===== src/hdl/rtcm_pkg.sv =====
// Package with the shared types, constants and CRC-24Q function of the RTCM3 frame extractor.
`default_nettype none

package rtcm_pkg;

  // Field widths and protocol constants.
  localparam int unsigned FRAME_LEN_W         = 11;
  localparam int unsigned BYTE_W              = 8;
  localparam int unsigned CRC_W               = 24;
  localparam int unsigned MAX_FRAME_BYTES_DEF = 1029;

  localparam logic [BYTE_W-1:0]      SYNC_BYTE   = 8'hD3;
  localparam logic [FRAME_LEN_W-1:0] HDR_EXTRA   = 11'd6;
  localparam logic [FRAME_LEN_W-1:0] LIMIT_RESET = 11'd1029;
  localparam logic [CRC_W-1:0]       CRC24Q_POLY = 24'h864CFB;

  // Frame tracking phase.
  typedef enum logic [1:0] {
    PH_HUNT = 2'd0,
    PH_LEN1 = 2'd1,
    PH_LEN2 = 2'd2,
    PH_BODY = 2'd3
  } phase_e;

  // One result transaction as held in the output register.
  typedef struct packed {
    logic [BYTE_W-1:0]      byte_out;
    logic                   in_frame;
    logic [FRAME_LEN_W-1:0] frame_pos;
    logic                   frame_end;
    logic                   crc_ok;
    logic                   abandon;
    logic [FRAME_LEN_W-1:0] frame_len;
  } result_t;

  // CRC-24Q update over one byte, most significant bit first.
  function automatic logic [CRC_W-1:0] crc24q_byte(input logic [CRC_W-1:0] crc,
                                                   input logic [BYTE_W-1:0] b);
    logic [CRC_W-1:0] c;
    logic             msb;
    c = crc ^ {b, 16'h0000};
    for (int i = 0; i < 8; i++) begin
      msb = c[CRC_W-1];
      c   = {c[CRC_W-2:0], 1'b0};
      if (msb) begin
        c = c ^ CRC24Q_POLY;
      end
    end
    return c;
  endfunction

  // CRC after the sync byte alone, starting from zero.
  localparam logic [CRC_W-1:0] CRC_AFTER_SYNC = crc24q_byte(24'h000000, SYNC_BYTE);

endpackage

`default_nettype wire


===== src/hdl/rtcm_in_if.sv =====
// Valid/ready channel carrying received bytes into the frame extractor.
`default_nettype none

interface rtcm_in_if;
  logic       valid;
  logic       ready;
  logic [7:0] byte_in;

  modport source (output valid, output byte_in, input ready);
  modport sink   (input valid, input byte_in, output ready);
endinterface

`default_nettype wire


===== src/hdl/rtcm_out_if.sv =====
// Valid/ready channel carrying tagged bytes out of the frame extractor.
`default_nettype none

interface rtcm_out_if;
  logic        valid;
  logic        ready;
  logic [7:0]  byte_out;
  logic        in_frame;
  logic [10:0] frame_pos;
  logic        frame_end;
  logic        crc_ok;
  logic        abandon;
  logic [10:0] frame_len;

  modport source (output valid, output byte_out, output in_frame, output frame_pos,
                  output frame_end, output crc_ok, output abandon, output frame_len,
                  input ready);
  modport sink   (input valid, input byte_out, input in_frame, input frame_pos,
                  input frame_end, input crc_ok, input abandon, input frame_len,
                  output ready);
endinterface

`default_nettype wire


===== src/hdl/rtcm3_frame_extractor.sv =====
// RTCM3 frame extractor: tags a received byte stream with frame position, end and CRC status.
//
// Usage: received bytes arrive on byte_in_i, one per transaction. Every accepted byte
// leaves on result_o as exactly one transaction carrying the byte, whether it lies in a
// frame, its offset from the 0xD3 sync byte, the decoded frame length, an end mark with
// the CRC-24Q verdict, and an abandon flag for frames above the size limit.
// The size limit is written through cfg_wr_en_i/cfg_wr_data_i; the user must write it only
// while the block is idle, which the block does not enforce. Values above MAX_FRAME_BYTES act
// as MAX_FRAME_BYTES, values below 6 reject every frame. An accepted byte passes through the
// input register, then the header decode and byte-wise CRC update feeding the result register.
// Throughput is one byte per cycle unless the receiver stalls; the CRC takes a byte at once.
// After reset the block hunts for sync, the limit is 1029 and both registers are empty.
// When the receiver stalls the result register holds its transaction; the input register
// still takes one more byte, after which byte_in_i.ready falls until result_o drains.
`default_nettype none

module rtcm3_frame_extractor
  import rtcm_pkg::*;
#(
  parameter int unsigned MAX_FRAME_BYTES = MAX_FRAME_BYTES_DEF
) (
  input  logic                   clk_i,
  input  logic                   rst_ni,
  input  logic                   cfg_wr_en_i,
  input  logic [FRAME_LEN_W-1:0] cfg_wr_data_i,
  rtcm_in_if.sink                byte_in_i,
  rtcm_out_if.source             result_o
);

  localparam logic [FRAME_LEN_W-1:0] LimitCap = FRAME_LEN_W'(MAX_FRAME_BYTES);

  // Pipeline control.
  logic                   s1_valid_q, s1_valid_d;
  logic [BYTE_W-1:0]      s1_byte_q;
  logic                   out_valid_q;
  logic                   out_load;
  logic                   s1_adv;
  logic                   in_acc;

  // Configuration and frame state.
  logic [FRAME_LEN_W-1:0] limit_cfg_q;
  phase_e                 phase_q, phase_d;
  logic [BYTE_W-1:0]      first_len_q, first_len_d;
  logic [FRAME_LEN_W-1:0] exp_len_q, exp_len_d;
  logic [FRAME_LEN_W-1:0] byte_cnt_q, byte_cnt_d;
  logic [CRC_W-1:0]       crc_q, crc_d;

  // Shared decode terms.
  logic [FRAME_LEN_W-1:0] size_limit;
  logic [FRAME_LEN_W-1:0] len_dec;
  logic                   oversize;
  logic [FRAME_LEN_W-1:0] cnt_inc;
  logic                   body_done;
  logic [CRC_W-1:0]       crc_upd;
  logic [CRC_W-1:0]       crc_resync;
  logic                   byte_is_sync;
  logic                   first_is_sync;

  result_t                res_q, res_d;

  // Handshake: the input register moves on whenever the result register can load.
  assign out_load        = !out_valid_q || result_o.ready;
  assign s1_adv          = s1_valid_q && out_load;
  assign byte_in_i.ready = !s1_valid_q || out_load;
  assign in_acc          = byte_in_i.valid && byte_in_i.ready;

  always_comb begin
    s1_valid_d = s1_valid_q;
    if (in_acc) begin
      s1_valid_d = 1'b1;
    end else if (s1_adv) begin
      s1_valid_d = 1'b0;
    end
  end

  // Input register.
  always_ff @(posedge clk_i or negedge rst_ni) begin
    if (!rst_ni) begin
      s1_valid_q <= 1'b0;
    end else begin
      s1_valid_q <= s1_valid_d;
    end
  end

  always_ff @(posedge clk_i) begin
    if (in_acc) begin
      s1_byte_q <= byte_in_i.byte_in;
    end
  end

  // Size limit register.
  always_ff @(posedge clk_i or negedge rst_ni) begin
    if (!rst_ni) begin
      limit_cfg_q <= LIMIT_RESET;
    end else if (cfg_wr_en_i) begin
      limit_cfg_q <= cfg_wr_data_i;
    end
  end

  // Header decode, length check and CRC update for the byte in the input register.
  assign size_limit    = (limit_cfg_q > LimitCap) ? LimitCap : limit_cfg_q;
  assign len_dec       = {1'b0, first_len_q[1:0], s1_byte_q} + HDR_EXTRA;
  assign oversize      = len_dec > size_limit;
  assign cnt_inc       = byte_cnt_q + 11'd1;
  assign body_done     = cnt_inc >= exp_len_q;
  assign crc_upd       = crc24q_byte(crc_q, s1_byte_q);
  assign crc_resync    = crc24q_byte(CRC_AFTER_SYNC, s1_byte_q);
  assign byte_is_sync  = s1_byte_q == SYNC_BYTE;
  assign first_is_sync = first_len_q == SYNC_BYTE;

  // Next frame state.
  always_comb begin
    phase_d     = phase_q;
    first_len_d = first_len_q;
    exp_len_d   = exp_len_q;
    byte_cnt_d  = byte_cnt_q;
    crc_d       = crc_q;
    case (phase_q)
      PH_HUNT: begin
        if (byte_is_sync) begin
          crc_d      = CRC_AFTER_SYNC;
          byte_cnt_d = 11'd1;
          phase_d    = PH_LEN1;
        end
      end
      PH_LEN1: begin
        first_len_d = s1_byte_q;
        crc_d       = crc_upd;
        byte_cnt_d  = 11'd2;
        phase_d     = PH_LEN2;
      end
      PH_LEN2: begin
        if (oversize) begin
          if (first_is_sync) begin
            // The first length byte becomes a new sync byte.
            crc_d       = crc_resync;
            first_len_d = s1_byte_q;
            byte_cnt_d  = 11'd2;
            phase_d     = PH_LEN2;
          end else if (byte_is_sync) begin
            crc_d      = CRC_AFTER_SYNC;
            byte_cnt_d = 11'd1;
            phase_d    = PH_LEN1;
          end else begin
            phase_d    = PH_HUNT;
            byte_cnt_d = '0;
            crc_d      = '0;
          end
        end else begin
          crc_d      = crc_upd;
          exp_len_d  = len_dec;
          byte_cnt_d = 11'd3;
          phase_d    = PH_BODY;
        end
      end
      PH_BODY: begin
        crc_d      = crc_upd;
        byte_cnt_d = cnt_inc;
        if (body_done) begin
          phase_d    = PH_HUNT;
          byte_cnt_d = '0;
        end
      end
      default: begin
        phase_d = PH_HUNT;
      end
    endcase
  end

  // Result fields for the byte in the input register.
  always_comb begin
    res_d           = '0;
    res_d.byte_out  = s1_byte_q;
    case (phase_q)
      PH_HUNT: begin
        res_d.in_frame = byte_is_sync;
      end
      PH_LEN1: begin
        res_d.in_frame  = 1'b1;
        res_d.frame_pos = 11'd1;
      end
      PH_LEN2: begin
        if (oversize) begin
          res_d.abandon = 1'b1;
          if (first_is_sync) begin
            res_d.in_frame  = 1'b1;
            res_d.frame_pos = 11'd1;
          end else begin
            res_d.in_frame = byte_is_sync;
          end
        end else begin
          res_d.in_frame  = 1'b1;
          res_d.frame_pos = 11'd2;
          res_d.frame_len = len_dec;
        end
      end
      PH_BODY: begin
        res_d.in_frame  = 1'b1;
        res_d.frame_pos = byte_cnt_q;
        res_d.frame_len = exp_len_q;
        res_d.frame_end = body_done;
        res_d.crc_ok    = body_done && (crc_upd == '0);
      end
      default: begin
        res_d.in_frame = 1'b0;
      end
    endcase
  end

  // Frame state registers.
  always_ff @(posedge clk_i or negedge rst_ni) begin
    if (!rst_ni) begin
      phase_q     <= PH_HUNT;
      first_len_q <= '0;
      exp_len_q   <= '0;
      byte_cnt_q  <= '0;
      crc_q       <= '0;
    end else if (s1_adv) begin
      phase_q     <= phase_d;
      first_len_q <= first_len_d;
      exp_len_q   <= exp_len_d;
      byte_cnt_q  <= byte_cnt_d;
      crc_q       <= crc_d;
    end
  end

  // Result register.
  always_ff @(posedge clk_i or negedge rst_ni) begin
    if (!rst_ni) begin
      out_valid_q <= 1'b0;
    end else if (out_load) begin
      out_valid_q <= s1_valid_q;
    end
  end

  always_ff @(posedge clk_i) begin
    if (s1_adv) begin
      res_q <= res_d;
    end
  end

  assign result_o.valid     = out_valid_q;
  assign result_o.byte_out  = res_q.byte_out;
  assign result_o.in_frame  = res_q.in_frame;
  assign result_o.frame_pos = res_q.frame_pos;
  assign result_o.frame_end = res_q.frame_end;
  assign result_o.crc_ok    = res_q.crc_ok;
  assign result_o.abandon   = res_q.abandon;
  assign result_o.frame_len = res_q.frame_len;

  // A frame body never holds a count at or past its expected length.
  a_body_count: assert property (@(posedge clk_i) disable iff (!rst_ni)
    (phase_q == PH_BODY) |-> (byte_cnt_q < exp_len_q))
    else $error("byte count reached expected length inside a frame body");

  // An end mark always closes a byte that lies in a frame of known length.
  a_end_in_frame: assert property (@(posedge clk_i) disable iff (!rst_ni)
    (out_valid_q && res_q.frame_end) |-> (res_q.in_frame && res_q.frame_len != '0))
    else $error("frame end outside a frame");

  // CRC status is only reported on the last byte of a frame.
  a_crc_on_end: assert property (@(posedge clk_i) disable iff (!rst_ni)
    (out_valid_q && res_q.crc_ok) |-> res_q.frame_end)
    else $error("crc_ok without frame end");

  // An abandoned frame carries no length and no end mark.
  a_abandon_clean: assert property (@(posedge clk_i) disable iff (!rst_ni)
    (out_valid_q && res_q.abandon) |-> (res_q.frame_len == '0 && !res_q.frame_end))
    else $error("abandon with frame length or end mark");

  // A decoded length never exceeds the active size limit when the frame is entered.
  a_len_limit: assert property (@(posedge clk_i) disable iff (!rst_ni)
    (s1_adv && phase_q == PH_LEN2 && phase_d == PH_BODY) |-> (len_dec <= size_limit))
    else $error("frame accepted above size limit");

endmodule

`default_nettype wire


===== src/flat_wrapper.sv =====
// flat-port wrapper written by rule: the top's interface ports become plain ports
module rtcm3_frame_extractor_flat import rtcm_pkg::*;
#(
  parameter int unsigned MAX_FRAME_BYTES = MAX_FRAME_BYTES_DEF
)
  (clk_i, rst_ni, cfg_wr_en_i, cfg_wr_data_i, byte_in_i_valid, byte_in_i_byte_in, byte_in_i_ready, result_o_valid, result_o_byte_out, result_o_in_frame, result_o_frame_pos, result_o_frame_end, result_o_crc_ok, result_o_abandon, result_o_frame_len, result_o_ready);
  rtcm_in_if byte_in_i_i ();
  rtcm_out_if result_o_i ();
  input  logic clk_i;
  input  logic rst_ni;
  input  logic cfg_wr_en_i;
  input  logic [FRAME_LEN_W-1:0] cfg_wr_data_i;
  input wire logic [$bits(byte_in_i_i.valid)-1:0] byte_in_i_valid;
  input wire logic [$bits(byte_in_i_i.byte_in)-1:0] byte_in_i_byte_in;
  output wire logic [$bits(byte_in_i_i.ready)-1:0] byte_in_i_ready;
  output wire logic [$bits(result_o_i.valid)-1:0] result_o_valid;
  output wire logic [$bits(result_o_i.byte_out)-1:0] result_o_byte_out;
  output wire logic [$bits(result_o_i.in_frame)-1:0] result_o_in_frame;
  output wire logic [$bits(result_o_i.frame_pos)-1:0] result_o_frame_pos;
  output wire logic [$bits(result_o_i.frame_end)-1:0] result_o_frame_end;
  output wire logic [$bits(result_o_i.crc_ok)-1:0] result_o_crc_ok;
  output wire logic [$bits(result_o_i.abandon)-1:0] result_o_abandon;
  output wire logic [$bits(result_o_i.frame_len)-1:0] result_o_frame_len;
  input wire logic [$bits(result_o_i.ready)-1:0] result_o_ready;
  assign byte_in_i_i.valid = byte_in_i_valid;
  assign byte_in_i_i.byte_in = byte_in_i_byte_in;
  assign byte_in_i_ready = byte_in_i_i.ready;
  assign result_o_valid = result_o_i.valid;
  assign result_o_byte_out = result_o_i.byte_out;
  assign result_o_in_frame = result_o_i.in_frame;
  assign result_o_frame_pos = result_o_i.frame_pos;
  assign result_o_frame_end = result_o_i.frame_end;
  assign result_o_crc_ok = result_o_i.crc_ok;
  assign result_o_abandon = result_o_i.abandon;
  assign result_o_frame_len = result_o_i.frame_len;
  assign result_o_i.ready = result_o_ready;
  rtcm3_frame_extractor #(.MAX_FRAME_BYTES(MAX_FRAME_BYTES)) u_core (.clk_i(clk_i), .rst_ni(rst_ni), .cfg_wr_en_i(cfg_wr_en_i), .cfg_wr_data_i(cfg_wr_data_i), .byte_in_i(byte_in_i_i), .result_o(result_o_i));
endmodule

===== config.mk =====
export PLATFORM = sky130hd
export DESIGN_NAME = rtcm3_frame_extractor_flat
export DESIGN_NICKNAME = d
export VERILOG_FILES = /design/src/hdl/rtcm_pkg.sv /design/src/hdl/rtcm_in_if.sv /design/src/hdl/rtcm_out_if.sv /design/src/hdl/rtcm3_frame_extractor.sv /design/src/flat_wrapper.sv
export SDC_FILE = /design/constraint.sdc
export NUM_CORES = 1
export LEC_CHECK = 0
export ABC_CLOCK_PERIOD_IN_PS = 5300
export BUFFER_PORTS_ARGS = -buffer_cell sky130_fd_sc_hd__buf_2
export CORE_ASPECT_RATIO = 1.1
export CORE_UTILIZATION = 35
export CTS_CLUSTER_DIAMETER = 150
export DETAILED_ROUTE_END_ITERATION = 7
export MAX_ROUTING_LAYER = met4
export PLACE_DENSITY = 0.6
export SLEW_MARGIN = 30
export SYNTH_ARGS = -nofsm -noshare
export SYNTH_HDL_FRONTEND = slang
export SYNTH_SLANG_ARGS = --single-unit

===== constraint.sdc =====
create_clock -name clk_i -period 5.3 [get_ports clk_i]
set_clock_uncertainty 0.05 [all_clocks]
set_input_delay 0.53 -clock clk_i [delete_from_list [all_inputs] [get_ports clk_i]]
set_output_delay 0.53 -clock clk_i [all_outputs]
set_load 0.05 [all_outputs]

==> summary.log <==
INFO  global_route   grt_antenna_before_repair=0
INFO  worst_setup_path cp_num_cells=11
INFO  worst_setup_path crit_path_end_kind=flip-flop
INFO  sta            tcrit_tclk_final=0.850
INFO  synth          yosys_warnings=0
INFO  synth          yosys.cell_types.count=64
INFO  clock_network  clock-sinks=111
INFO  worst_setup_path cp.required=5470ps
INFO  clock_network  clock_latency=360ps
INFO  routing        wl_per_cell=18.0um
INFO  sta            rsz0062_at_grt=false
INFO  routing        routed_wl=16.4mm
INFO  sta            maxSlewViolCount=0
INFO  worst_setup_path cp_slowest_cell=sky130_fd_sc_hd__edfxtp_1
INFO  placed_design  buffer_ports.inserted=59
INFO  power_and_ir_drop power_switching_share=0.462
INFO  worst_setup_path crit_chain=xnor2_1 -> xnor2_2 -> xnor3_1 -> xor2_1 -> ha_1 -> xor3_1 -> xnor2_1 -> xor2_1 -> or3b_1 -> a221oi_2 -> o2111a_1
INFO  outcome        outcome=finished, final reports clean
INFO  min_path       holdCritPathClass=in2async
INFO  clock_network  tritoncts_clock_tree=yes
INFO  cells_and_area antennaDiodeCount=0
INFO  routing        antenna_left=0
INFO  worst_setup_path worstReg2RegStart=u_core.s1_byte_q[1]
INFO  die            chip_width=133um
INFO  worst_setup_path r2r_end=u_core.result_o.crc_ok
INFO  routing        drt_iter0_markers=376
INFO  worst_setup_path critical_path.max_fanout=11
INFO  sta            max_slew.worst_pin.slew=883ps
INFO  sta            clock.fmax=0.222GHz
INFO  power_and_ir_drop clock_power_share=0.125
INFO  routing        route.detailed.vias_per_inst=5.29
INFO  die            initial_utilization=0.358
INFO  die            fp-row-count=52
INFO  worst_setup_path path_delay_family=XOR/XNOR gates
INFO  clock_network  clockBufferDepth=2
INFO  worst_setup_path cp-endpoint=u_core.result_o.crc_ok
INFO  sta            period_minus_slack=4510ps
INFO  global_route   grt_pass1_vias=4,753
INFO  power_and_ir_drop p_int=2.78mW
INFO  sta            fin_hold_ws=239ps
INFO  cells_and_area layout.cell_area.non_filler=0.00743mm^2
INFO  clock_network  cts.repair.resized=0
INFO  die            core-area=0.0184mm^2
INFO  synth          synth.yosys.seq_area_share=0.454
INFO  placed_design  detailed_place_hpwl=12.1mm
INFO  cells_and_area final_layout_size_suffix_gt1_frac=0.184
INFO  clock_network  cts.hold.buffers_added=0
INFO  power_and_ir_drop static-leakage-power=3.17nW
INFO  worst_setup_path critical_path_buf_inv_count=0
INFO  routing        route.detailed.drc=0
INFO  synth          ys.flop_type=sky130_fd_sc_hd__dfrtp_1
INFO  placed_design  post_dp_cell_area=0.00715mm^2
INFO  cells_and_area finalNetCount=718
INFO  synth          syn_area=0.00659mm^2
INFO  power_and_ir_drop pwr-share-comb=0.627
INFO  synth          mean_post_synth_cell_area=10.8um^2
INFO  die            dieArea=0.0194mm^2
INFO  worst_setup_path crit_path_start_kind=flip-flop
INFO  placed_design  gpl.final_weighted_congestion=0.951
INFO  power_and_ir_drop ir_drop=0.406mV
INFO  clock_network  number_of_buffers_created_by_cts=9
INFO  global_route   global_router_s_overall_resource_usage=0.182
INFO  placed_design  dpl.cell_count=895
INFO  worst_setup_path setup.worst_path.class=reg2reg
INFO  clock_network  h-tree-depth=3
INFO  cells_and_area area_growth=12.8%
INFO  sta            timing.final.setup_violations=0
INFO  power_and_ir_drop pwr_density_cell=695mW/mm^2
INFO  power_and_ir_drop seq_power_share=0.248
INFO  worst_setup_path data_arrival_at_the_endpoint_of_the_critical_path=4680ps
INFO  sta            fin_tns_setup=0ps
INFO  synth          synth_edf_count=42
INFO  cells_and_area layoutNonFillerInstCount=911
INFO  clock_network  post-cts-setup-buffer-count=0
INFO  clock_network  cts.reportedPaths.clkPinSlew=70ps
INFO  synth          synth_async_sr_flop_share=0.622
INFO  routing        drt_pre_antenna_iters=5
INFO  sta            report.final.hold_viol_count=0
INFO  synth          synthCells=611
INFO  routing        total_number_of_vias=4,816
INFO  synth          synthesis.nets=666
INFO  run            max_cap_viol_count=0
INFO  global_route   globalRoute.totalOverflow=0
INFO  synth          synth.ff_latch_count=111
INFO  power_and_ir_drop power_switching=2.38mW
INFO  worst_setup_path worst_path_largest_cell_delay=580ps
INFO  clock_network  ctsRootBufferMaster=sky130_fd_sc_hd__clkbuf_16
INFO  sta            maxSlewHeadroom=0.412
INFO  die            chipHeight=146um
INFO  worst_setup_path startpoint=u_core.s1_byte_q[1]
INFO  global_route   grt_max_degree=70
INFO  die            ios=60
INFO  worst_setup_path ff2ff_path_depth=11
INFO  worst_setup_path regToRegSetupSlack=790ps
INFO  global_route   grt_first_pass_wirelength=26.4mm
==> layer usage <==
metal / vias to the layer above / global-route usage / share of wire / routed length, um
met5: - / - / 0 / 0
met4: 0 / 0.0603 / 0.020 / 333
met3: 20 / 0.0307 / 0.041 / 668
met2: 139 / 0.290 / 0.49 / 8020
met1: 2357 / 0.234 / 0.45 / 7370
li1: 2300 / - / - / -
==> layout by cell type, fill, tap and decap left out, drive strengths merged, types with 10 or more instances in the layout <==
cell	synthesis	layout
clkbuf	20	11
a22o	17	17
and2	15	15
xnor2	64	64
xor2	33	33
nand3	10	10
inv	25	27
nor2	43	43
a21oi	34	34
mux2	22	22
buf	8	69
dfrtp	66	66
nand2	42	42
ha	31	31
edfxtp	42	42
o21ai	26	26
==> cell usage after synthesis, drive strengths merged, types with 4 or more instances <==
library cell,count,area [um^2]
nand2b,8,50.1
edfxtp,42,1260
buf,8,38.8
o32ai,4,35.0
ha,31,388
a22oi,5,37.5
a22o,17,149
a21oi,34,170
inv,25,93.8
nor3,5,25.0
a21o,6,45.0
o32a,7,70.1
nand2,42,158
and2,15,93.8
o31ai,4,30.0
clkbuf,20,75.1
nor2,43,161
xor2,33,289
dfrtp,66,1650
xnor2,64,624
a32o,5,50.1
o22ai,7,43.8
mux2,22,248
o21ai,26,130
nand4,7,43.8
nand3,10,50.1
==> how the worst min path moves through the flow <==
| stage | from | end | slack (ps) | depth (start not counted) |
|---|---|---|---|---|
| finish | rst_ni | u_core.exp_len_q[10] | 240 | 2 |
| global route | byte_in_i_byte_in[3] | u_core.s1_byte_q[3] | 280 | 1 |
| CTS | byte_in_i_byte_in[3] | u_core.s1_byte_q[3] | 280 | 1 |
| detailed placement | u_core.exp_len_q[1] | u_core.exp_len_q[1] | 440 | 2 |
| global placement | u_core.s1_valid_q | u_core.result_o.valid | 430 | 1 |
| floorplan | rst_ni | u_core.byte_cnt_q[0] | 180 | 0 |
==> power groups by stage <==
stage               Sequential (mW)  Clock (mW)  Combinational [mW]
floorplan                      1.37           0                2.39
global placement               1.29           0                3.18
detailed placement             1.30           0                3.19
CTS                            1.28       0.667                3.22
global route                   1.31       0.701                3.53
finish                         1.28       0.648                3.23
==> cells by family (layout without fill, tap and decap cells) <==
logic type | Yosys count | after routing | share of synthesized area
muxes | 23 | 23 | 0.0391
adders and majority gates | 31 | 31 | 0.0589
and+or+nand+nor | 151 | 151 | 0.111
AOI/OAI and AO/OA | 140 | 140 | 0.149
DFF | 111 | 111 | 0.454
buffers and inverters | 53 | 110 | 0.0315
xor gates and xnor gates | 102 | 102 | 0.156
==> area by class of cell <==
| class | instances | area [um^2] |
|---|---|---|
| Timing Repair Buffer | 69 | 374 |
| Inverter | 25 | 93.8 |
| Clock buffer | 11 | 243 |
| Tap cell | 243 | 304 |
| Multi-Input combinational cell | 447 | 3390 |
| Sequential cell | 111 | 2990 |
| Clock inverter | 5 | 32.5 |
| Fill cell | 1804 | 11000 |
==> metrics by stage <==
step,setup WS (ps),util,power [mW]
final,793,0.404,5.16
after global routing,518,0.404,5.54
after CTS,812,0.403,5.16
after detailed placement,832,0.388,4.49
after global placement,952,0.388,4.47
after floorplan,1230,-,3.76
==> registers in the layout, indices dropped and copies added, names as in the netlist, 2 cells and up <==
signal and flops:
u_core.crc_q 24, u_core.byte_cnt_q 11, u_core.exp_len_q 11, u_core.limit_cfg_q 11, u_core.result_o.frame_len 11, u_core.result_o.frame_pos 11
u_core.first_len_q 8, u_core.result_o.byte_out 8, u_core.s1_byte_q 8, u_core.phase_q 2
No activity file was read; power rests on OpenSTA's default activity.
